[src/hw/rtl/brf_pkg.sv]
// ----------------------------------------------------------------------------
// brf_pkg
// Shared types, sizes and index helpers for the byte ring FIFO.
// ----------------------------------------------------------------------------
package brf_pkg;

  // ring storage size and derived widths
  localparam int DEPTH = 256;
  localparam int IDX_W = $clog2(DEPTH);
  localparam int CAP_W = IDX_W + 1;
  localparam int LEN_W = 9;
  localparam int BYTE_W = 8;
  localparam int CNT_W = 8;

  // ring length after reset
  localparam logic [LEN_W-1:0] LEN_RESET = LEN_W'(256);

  typedef logic [IDX_W-1:0] brf_idx_t;
  typedef logic [CAP_W-1:0] brf_cap_t;

  typedef enum logic [1:0] {
    CMD_PUT  = 2'd0,
    CMD_GET  = 2'd1,
    CMD_PEEK = 2'd2,
    CMD_SKIP = 2'd3
  } brf_cmd_t;

  typedef struct packed {
    brf_cmd_t          command;
    logic [BYTE_W-1:0] data_in;
    logic [CNT_W-1:0]  skip_count;
  } brf_in_t;

  typedef struct packed {
    logic              ok;
    logic [BYTE_W-1:0] data_out;
    logic [CNT_W-1:0]  skipped;
    logic [CNT_W-1:0]  used_count;
    logic [CNT_W-1:0]  free_count;
    logic [CNT_W-1:0]  linear_used;
  } brf_out_t;

  // write request toward the ring memory
  typedef struct packed {
    logic              en;
    brf_idx_t          addr;
    logic [BYTE_W-1:0] data;
  } brf_wr_t;

  // step an index by one, wrapping at the ring length
  function automatic brf_idx_t brf_advance(brf_idx_t idx, brf_cap_t cap);
    brf_cap_t n;
    n = {1'b0, idx} + CAP_W'(1);
    return (n >= cap) ? '0 : n[IDX_W-1:0];
  endfunction

  // bytes held between read and write index
  function automatic brf_cap_t brf_held(brf_idx_t wr, brf_idx_t rd, brf_cap_t cap);
    if (wr == rd) return '0;
    if (wr > rd) return {1'b0, wr} - {1'b0, rd};
    return {1'b0, wr} + cap - {1'b0, rd};
  endfunction

  // contiguous bytes from read index to write index or ring end
  function automatic brf_cap_t brf_held_lin(brf_idx_t wr, brf_idx_t rd, brf_cap_t cap);
    if (wr == rd) return '0;
    if (wr > rd) return {1'b0, wr} - {1'b0, rd};
    return cap - {1'b0, rd};
  endfunction

endpackage

[src/hw/rtl/byte_ring_fifo.sv]
// ----------------------------------------------------------------------------
// byte_ring_fifo
// Byte ring FIFO with configurable ring length: put, get, peek and skip.
// ----------------------------------------------------------------------------
//  channel  | ports                         | moves
//  ---------+-------------------------------+------------------------------
//  input    | in_valid, in_stall, in_data   | one command transaction
//  result   | out_valid, out_stall, out_data| one result per command
//  config   | cfg_we, cfg_wdata             | ring length write, empties fifo
//
// One transaction per cycle sustained while out_stall is low; a command
// passes through the input register, then the result register, and its
// result is valid once the result register holds it.
// The ring memory has a registered read, fed with the next head index, with a
// one-entry forward for a byte written at the head in the previous cycle.
// Reset is synchronous: indices clear and the ring length returns to 256.
// A stalled result holds the command in the input register; in_stall rises
// only while that register is full and cannot drain.
// ----------------------------------------------------------------------------
module byte_ring_fifo import brf_pkg::*; (
  input  logic             clk,
  input  logic             rst_n,
  input  logic             in_valid,
  output logic             in_stall,
  input  brf_in_t          in_data,
  output logic             out_valid,
  input  logic             out_stall,
  output brf_out_t         out_data,
  input  logic             cfg_we,
  input  logic [LEN_W-1:0] cfg_wdata
);

  logic              s_valid_r, s_valid_nxt;
  brf_in_t           s_item_r;
  logic              out_valid_r, out_valid_nxt;
  brf_out_t          out_data_r;
  logic              proc;
  logic              in_acc;
  brf_out_t          res;
  brf_idx_t          ram_raddr;
  brf_wr_t           ram_wr;
  logic [BYTE_W-1:0] ram_rdata;

  // handshake: the held command runs when the result register can take it
  assign proc     = s_valid_r && (!out_valid_r || !out_stall);
  assign in_stall = s_valid_r && !proc;
  assign in_acc   = in_valid && !in_stall;

  always_comb begin
    s_valid_nxt = s_valid_r;
    if (in_acc) begin
      s_valid_nxt = 1'b1;
    end else if (proc) begin
      s_valid_nxt = 1'b0;
    end
    out_valid_nxt = out_valid_r;
    if (proc) begin
      out_valid_nxt = 1'b1;
    end else if (!out_stall) begin
      out_valid_nxt = 1'b0;
    end
  end

  // valid flags
  always_ff @(posedge clk) begin
    if (!rst_n) begin
      s_valid_r   <= 1'b0;
      out_valid_r <= 1'b0;
    end else begin
      s_valid_r   <= s_valid_nxt;
      out_valid_r <= out_valid_nxt;
    end
  end

  // payload registers
  always_ff @(posedge clk) begin
    if (in_acc) begin
      s_item_r <= in_data;
    end
    if (proc) begin
      out_data_r <= res;
    end
  end

  assign out_valid = out_valid_r;
  assign out_data  = out_data_r;

  // index and command logic
  brf_ctrl u_ctrl (
    .clk       (clk),
    .rst_n     (rst_n),
    .proc      (proc),
    .item      (s_item_r),
    .cfg_we    (cfg_we),
    .cfg_wdata (cfg_wdata),
    .ram_rdata (ram_rdata),
    .ram_raddr (ram_raddr),
    .ram_wr    (ram_wr),
    .res       (res)
  );

  // ring storage
  brf_ram #(
    .WIDTH (BYTE_W),
    .DEPTH (DEPTH)
  ) u_ram (
    .clk   (clk),
    .we    (ram_wr.en),
    .waddr (ram_wr.addr),
    .wdata (ram_wr.data),
    .raddr (ram_raddr),
    .rdata (ram_rdata)
  );

endmodule

[src/hw/rtl/brf_ram.sv]
// ----------------------------------------------------------------------------
// brf_ram
// Generic single-write, single-read RAM with registered read data.
// ----------------------------------------------------------------------------
module brf_ram #(
  parameter int WIDTH = 8,
  parameter int DEPTH = 256
) (
  input  logic                     clk,
  input  logic                     we,
  input  logic [$clog2(DEPTH)-1:0] waddr,
  input  logic [WIDTH-1:0]         wdata,
  input  logic [$clog2(DEPTH)-1:0] raddr,
  output logic [WIDTH-1:0]         rdata
);

  logic [WIDTH-1:0] mem [DEPTH];

  // write port and registered read port
  always_ff @(posedge clk) begin
    if (we) begin
      mem[waddr] <= wdata;
    end
    rdata <= mem[raddr];
  end

endmodule

[src/hw/rtl/brf_ctrl.sv]
// ----------------------------------------------------------------------------
// brf_ctrl
// Ring indices, ring length register and per-command result logic.
// ----------------------------------------------------------------------------
module brf_ctrl import brf_pkg::*; (
  input  logic              clk,
  input  logic              rst_n,
  input  logic              proc,
  input  brf_in_t           item,
  input  logic              cfg_we,
  input  logic [LEN_W-1:0]  cfg_wdata,
  input  logic [BYTE_W-1:0] ram_rdata,
  output brf_idx_t          ram_raddr,
  output brf_wr_t           ram_wr,
  output brf_out_t          res
);

  logic [LEN_W-1:0]  len_r;
  brf_idx_t          wr_r, wr_nxt;
  brf_idx_t          rd_r, rd_nxt;
  logic              byp_r, byp_nxt;
  logic [BYTE_W-1:0] byp_data_r;
  brf_cap_t          cap;
  brf_cap_t          lin_cur;
  brf_cap_t          used, lin, free;
  brf_idx_t          adv_wr;
  logic [CAP_W:0]    skip_sum;
  logic [BYTE_W-1:0] head_byte;

  // effective ring length, clamped to 2..DEPTH
  always_comb begin
    if (len_r < LEN_W'(2)) begin
      cap = CAP_W'(2);
    end else if ({{(32-LEN_W){1'b0}}, len_r} > DEPTH) begin
      cap = CAP_W'(DEPTH);
    end else begin
      cap = CAP_W'(len_r);
    end
  end

  // oldest byte, forwarded when it was written in the previous cycle
  assign head_byte = byp_r ? byp_data_r : ram_rdata;

  // command decode and index update
  always_comb begin
    wr_nxt   = wr_r;
    rd_nxt   = rd_r;
    ram_wr   = '0;
    res      = '0;
    lin_cur  = brf_held_lin(wr_r, rd_r, cap);
    adv_wr   = brf_advance(wr_r, cap);
    skip_sum = {1'b0, {1'b0, rd_r}} + (CAP_W+1)'(item.skip_count);
    if (proc) begin
      case (item.command)
        CMD_PUT: begin
          if (adv_wr != rd_r) begin
            ram_wr.en   = 1'b1;
            ram_wr.addr = wr_r;
            ram_wr.data = item.data_in;
            wr_nxt      = adv_wr;
            res.ok      = 1'b1;
          end
        end
        CMD_GET, CMD_PEEK: begin
          if (rd_r != wr_r) begin
            res.ok       = 1'b1;
            res.data_out = head_byte;
            if (item.command == CMD_GET) begin
              rd_nxt = brf_advance(rd_r, cap);
            end
          end
        end
        CMD_SKIP: begin
          if ((CAP_W+1)'(item.skip_count) <= {1'b0, lin_cur}) begin
            rd_nxt      = (skip_sum >= {1'b0, cap}) ? '0 : skip_sum[IDX_W-1:0];
            res.skipped = item.skip_count;
            res.ok      = 1'b1;
          end
        end
        default: begin
        end
      endcase
    end
    // a ring length write empties the fifo
    if (cfg_we) begin
      wr_nxt = '0;
      rd_nxt = '0;
    end
    used            = brf_held(wr_nxt, rd_nxt, cap);
    lin             = brf_held_lin(wr_nxt, rd_nxt, cap);
    free            = cap - CAP_W'(1) - used;
    res.used_count  = used[CNT_W-1:0];
    res.free_count  = free[CNT_W-1:0];
    res.linear_used = lin[CNT_W-1:0];
  end

  // memory reads the next head so its data is ready once rd_r holds that index
  assign ram_raddr = rd_nxt;
  assign byp_nxt   = ram_wr.en && (ram_wr.addr == rd_nxt);

  // control registers
  always_ff @(posedge clk) begin
    if (!rst_n) begin
      len_r <= LEN_RESET;
      wr_r  <= '0;
      rd_r  <= '0;
      byp_r <= 1'b0;
    end else begin
      if (cfg_we) begin
        len_r <= cfg_wdata;
      end
      wr_r  <= wr_nxt;
      rd_r  <= rd_nxt;
      byp_r <= byp_nxt;
    end
  end

  // forwarded byte
  always_ff @(posedge clk) begin
    byp_data_r <= ram_wr.data;
  end

  // indices stay inside the ring
  a_idx_in_ring: assert property (@(posedge clk) disable iff (!rst_n)
    ({1'b0, wr_r} < cap) && ({1'b0, rd_r} < cap))
    else $error("ring index beyond ring length");

  // an accepted put moves the write index
  a_put_moves: assert property (@(posedge clk) disable iff (!rst_n)
    (proc && item.command == CMD_PUT && res.ok && !cfg_we) |=> (wr_r != $past(wr_r)))
    else $error("put succeeded without moving write index");

  // a write lands where the memory is read only with forwarding armed
  a_fwd_armed: assert property (@(posedge clk) disable iff (!rst_n)
    (ram_wr.en && ram_wr.addr == ram_raddr) |=> byp_r)
    else $error("write-to-head forwarding missed");

  // occupancy never reaches the ring length
  a_used_bound: assert property (@(posedge clk) disable iff (!rst_n)
    used < cap)
    else $error("occupancy at or beyond ring length");

endmodule
[config.mk]
export PLATFORM = sky130hd
export DESIGN_NAME = byte_ring_fifo
export DESIGN_NICKNAME = d
export VERILOG_FILES = /design/src/hw/rtl/brf_pkg.sv /design/src/hw/rtl/byte_ring_fifo.sv /design/src/hw/rtl/brf_ram.sv /design/src/hw/rtl/brf_ctrl.sv
export SDC_FILE = /design/constraint.sdc
export NUM_CORES = 2
export LEC_CHECK = 0
export ABC_AREA = 1
export BUFFER_PORTS_ARGS = -buffer_cell sky130_fd_sc_hd__buf_4
export CAP_MARGIN = 20
export CORE_MARGIN = 2
export CORE_UTILIZATION = 45
export DETAILED_ROUTE_END_ITERATION = 8
export GPL_TIMING_DRIVEN = 1
export SYNTH_ARGS = -nofsm -noshare
export SYNTH_HDL_FRONTEND = slang
export SYNTH_SLANG_ARGS = --single-unit
[constraint.sdc]
create_clock -name clk -period 20.3 [get_ports clk]
set_input_delay 1.015 -clock clk [delete_from_list [all_inputs] [get_ports clk]]
set_output_delay 1.015 -clock clk [all_outputs]
set_load 0.05 [all_outputs]
**Word-level counts from Yosys, hierarchy flattened**

Memory sizes are Yosys's and may differ from the RTL's. A register that Yosys moved wholly into a read port is not among the register bits.
Cells that the tools add are included.
Widths: inputs -> output; s select.

- Add/subtract/negate cells: 11
- Order comparisons: 8
- Equal/unequal tests: 9
- Mux-type cells: 45
- Reductions and logical operators: 14

Operators with widths:

| kind | count |
|---|---|
| $mux 8 | 19 |
| $mux 9 | 7 |
| $mux 17 | 3 |
| $sub 8x8->8 | 4 |
| $ge 9x9->1 | 3 |
| $eq 8x8->1 | 3 |
| $add 8x1->9 const B | 2 |
| $gt 8x8->1 | 2 |
| $ne 8x8->1 | 2 |
| $pmux 8 s2 | 1 |
| $mux 1 | 14 |
| $add 8x8->9 | 1 |
| $gt 9x9->1 const B | 1 |
| $le 8x9->1 | 1 |
| $lt 9x2->1 const B | 1 |
| $sub 8x8->9 | 1 |
| $sub 9x8->9 | 1 |
| $add 8x8->8 | 1 |
| $sub 8x1->8 const B | 1 |
| $eq 2x2->1 const B | 2 |
| $logic_and 1x1->1 | 4 |
| $logic_not 1->1 | 4 |
| $reduce_and 2->1 | 2 |
| $pmux 1 s3 | 1 |
| other kinds (6) | 6 |

- Bits in registers: 95
- Memory bits (writable): 2048
- Input port bits: 32
- Output and inout port bits: 43
- Word-level logic and storage cells: 104
- Memories kept: 1

Memories:

| memory | words | bits a word | rd ports | clocked after memory_dff | write ports | RTL line | text |
|---|---|---|---|---|---|---|---|
| u_ram.mem | 256 | 8 | 1 | 1 | 1 | brf_ram.sv:17 | `logic [WIDTH-1:0] mem [DEPTH];` |

**Longest topological paths before layout**

- Depth after elaboration: 17
- Depth in mapped cells: 54
- Gate-level depth less buffers: 51

**Hierarchy**

A second synthesis with hierarchy kept.

- Cells, all modules: 8089
- Area total of the unflattened synthesis: 91539.0 µm²

Modules (own cells, without submodules):

| module | instances | cells an instance | area an instance (µm²) | seq. area each (µm²) |
|---|---|---|---|---|
| brf_ram | 1 | 7003 | 83396.2 | 61659.1 |
| brf_ctrl | 1 | 1014 | 6276.0 | 680.7 |
| byte_ring_fifo | 1 | 72 | 1866.8 | 1811.7 |

**Least setup slack after synthesis**

No wires, ideal clock.

- Kind: input port to flip-flop
- Start point: input out_stall
- End point: memory u_ram.mem[0][0], data pin
- Arrival time: 9574 ps
- Data required time: 18903 ps
- Setup slack: 9329 ps
- Stages on the path: 8
- Buffers on the path: 1
- Cell sequence: nand2_1 inv_2 nor2_1 inv_2 nor2_1 nand2_4 clkbuf_1 nor2_1

RTL lines:

| item | RTL line | text |
|---|---|---|
| start, declared | byte_ring_fifo.sv:27 | `input logic out_stall,` |
| end, declared | brf_ram.sv:17 |  |

==> out/metrics.yaml <==
timing:
  maxSlewHeadroom_pct: 25.3
  whs_ps: 329
  drv_slew: 0
  max_freq_ghz: 0.0962
  worst_clock_skew_ps: 51.8
  post-route-min-period_ps: 10390
  final-setup-viol-count: 0
  hold_viol: 0
  setup-tns-final_ps: 0
  tightest_slew_ps: 1120
  period_share_pct: 51.2
  rsz0062_at_grt: "false"
  setup_ws_ps: 9910
critical_path:
  critPathMaxFanout: 104
  cp.required_ps: 20930
  critical_path_class: "register to register"
  crit_slowest_cell: "inv_8"
  reg2reg_slack_ps: 9910
  crit_start: "u_ctrl.len_r[6]"
  crit_top_cell: "nand2_1"
  arrival_ps: 11030
  critPathCaptureType: "register"
  cp_slowest_stage_delay_ps: 680
  worstSetupStartpointType: "register"
  worstReg2RegStart: "u_ctrl.len_r[6]"
global_routing:
  grt_pass1_vias: 63800
  antenna_found_initial: 12
  grt_usage_pct: 25.5
  overflow: 0
  grt_max_degree: 213
  grt_pass1_wl_microns: 420000
detailed_routing:
  drtPass1Iterations: 9
  ant_nets: 0
  drtIter0Drc: 8321
  wl_per_cell_microns: 23.9
  via_per_inst: 5.61
  wl_microns: 285000
  vias: 66700
  route.detailed.drc: 0
die:
  fp-row-count: 170
  die_area_sq_mm: 0.220
  fp.dieH_microns: 469
  die_x_microns: 469
  io_pins: 75
  start_util_pct: 45.3
  core_area_sq_mm: 0.215
placement:
  portBuffers: 74
  gp_congestion: 0.912
  hpwl_microns: 161000
  place_ws_ps: 10020
layout:
  multi_input_area_sq_mm: 0.0263
  nets: 9014
  fillers: 19200
  syn_to_final_growth_pct: 9.66
  seqCellArea_sq_mm: 0.0642
  layout-drive-gt1-share_pct: 5.91
synthesis:
  synthFlopType: "edfxtp_1"
  yosys-top-cells-area: "edfxtp_1, nand3_1, nand2_1, nand3b_1, inv_1"
  synthTopCellsByCount: "edfxtp_1, nand2_1, nand3_1, inv_1, nand3b_1"
  synth_area_sq_mm: 0.0973
  synth_cell_types: 47
  ys_warn_count: 0
  synth.avg_cell_area_sq_um: 10.8
  synth_fp_nets: 9188
  yosysMostFrequentCell: "edfxtp_1"
  synth-seq-cells: 2151
  yosys.area.top_type: "edfxtp_1"
  async_reset_ff_share_pct: 0
  yosysSeqAreaShare_pct: 66.0
  netlist_instances: 9048
  synth_edf_count: 2107
  synth_top_area_share_pct: 65.0
clock_network:
  hold_buffers: 0
  clock_latency_ps: 880
  clock_path_buffers: 3
  cts_resized: 0
  clock-sinks: 2151
  cts_htree_levels: 4
  cts-buffers-inserted: 216
  cts_tree: "done"
  cts_root_buffer: "clkbuf_16"
  postCtsSetupBuffers: 0
  clkTransAtPathRegs_ps: 60
power:
  peakVddDrop_v: 0.0000922
  p_leak_uw: 0.0405
  p_per_area_mw_per_mm2: 90.3
run:
  maxCapViolations: 0
worst_hold_path:
  min_from: "in_data[0]"
  hp-class: "input pin to register"
status:
  outcome: "completed"
==> layout make-up <==
type                            instances  area share (%)
Tap cell                             2838            3.33
Clock inverter                        118            1.03
Antenna cell                            1         0.00235
Multi-Input combinational cell       5198            24.7
Clock buffer                          278            5.41
Sequential cell                      2151            60.1
Inverter                             1134            4.01
Timing Repair Buffer                  173            1.38
==> path summary, 6_finish.rpt <==
path	to	cells past startpoint
worst min register to register	u_ctrl.len_r[0]	2
worst min-delay path	s_item_r[0]	1
worst max register to register	out_data[15]	50
worst max-delay path	out_data[15]	50
==> cells by family (layout without fill, tap and decap cells) <==
family / Yosys count / count (layout) / share of synthesized area (%)
xor+xnor: 50 / 50 / 0.450
flops: 2151 / 2151 / 66.0
fa+ha+maj: 108 / 108 / 1.49
buf+inv: 1699 / 1703 / 7.20
simple gates: 4768 / 4768 / 23.1
compound gates: 272 / 272 / 1.78
other cells: 0 / 1 / 0
==> per-layer routing <==
metal,vias to the layer above,global-route usage [%],share of wire (%)
met3,550,4.56,8.6
met4,4,11.2,4.6
met1,32700,35.5,42
met5,-,0,0.0053
li1,30500,-,-
met2,2933,39.3,45
==> metrics by stage <==
| step | total power (uW) | std cells | util [%] | cell area [sq um] |
|---|---|---|---|---|
| floorplan | 5500 | 9048 | - | 97300 |
| global placement | 5790 | 11500 | 46.5 | 99800 |
| detailed placement | 5790 | 11500 | 46.5 | 99800 |
| CTS | 9680 | 11900 | 49.7 | 107000 |
| global route | 9910 | 11900 | 49.7 | 107000 |
| finish | 9640 | 11900 | 49.7 | 107000 |
==> cell usage in the layout, fill, tap and decap left out, types with 9 or more instances in the layout <==
master     instances
nand3_1         1824
clkinv_2          33
nand3b_1         567
nor2_1           369
o211ai_1         114
clkbuf_16        219
fa_1              13
nand2_2           15
nand4_1           18
ha_1              95
clkbuf_1          52
buf_4            159
xor2_1            39
nor2_4            11
o21ai_0           43
nand2_1         1909
inv_1           1119
dfxtp_1           44
buf_12            14
clkinv_1          53
bufinv_16         19
nor3_1            18
xnor2_1           11
edfxtp_1        2107
inv_2              9
a21oi_1           77
==> critical path, delay by kind of cell (launching register included) <==
family	cells	cell delay, ps
xor gates and xnor gates	2	350
adders and majority gates	5	1500
AOI/OAI and AO/OA	15	2540
and+or+nand+nor	23	3540
DFF	1	350
buffers and inverters	5	1570
==> sequential cells by signal, summed over array words and instances (netlist names) <==
register	flops
u_ctrl.rd_r	8
s_item_r	18
u_ctrl.len_r	9
s_valid_r	1
u_ram.mem	2048
u_ctrl.wr_r	8
u_ctrl.byp_r	1
out_data	41
u_ctrl.byp_data_r	8
out_valid	1
u_ram.rdata	8
==> where the power goes <==
group          switching, uW  internal, uW  total, uW
clock                   1690          2240       3930
sequential              17.6          4850       4870
combinational            624           210        834
Power figures use the tool's default switching activity.
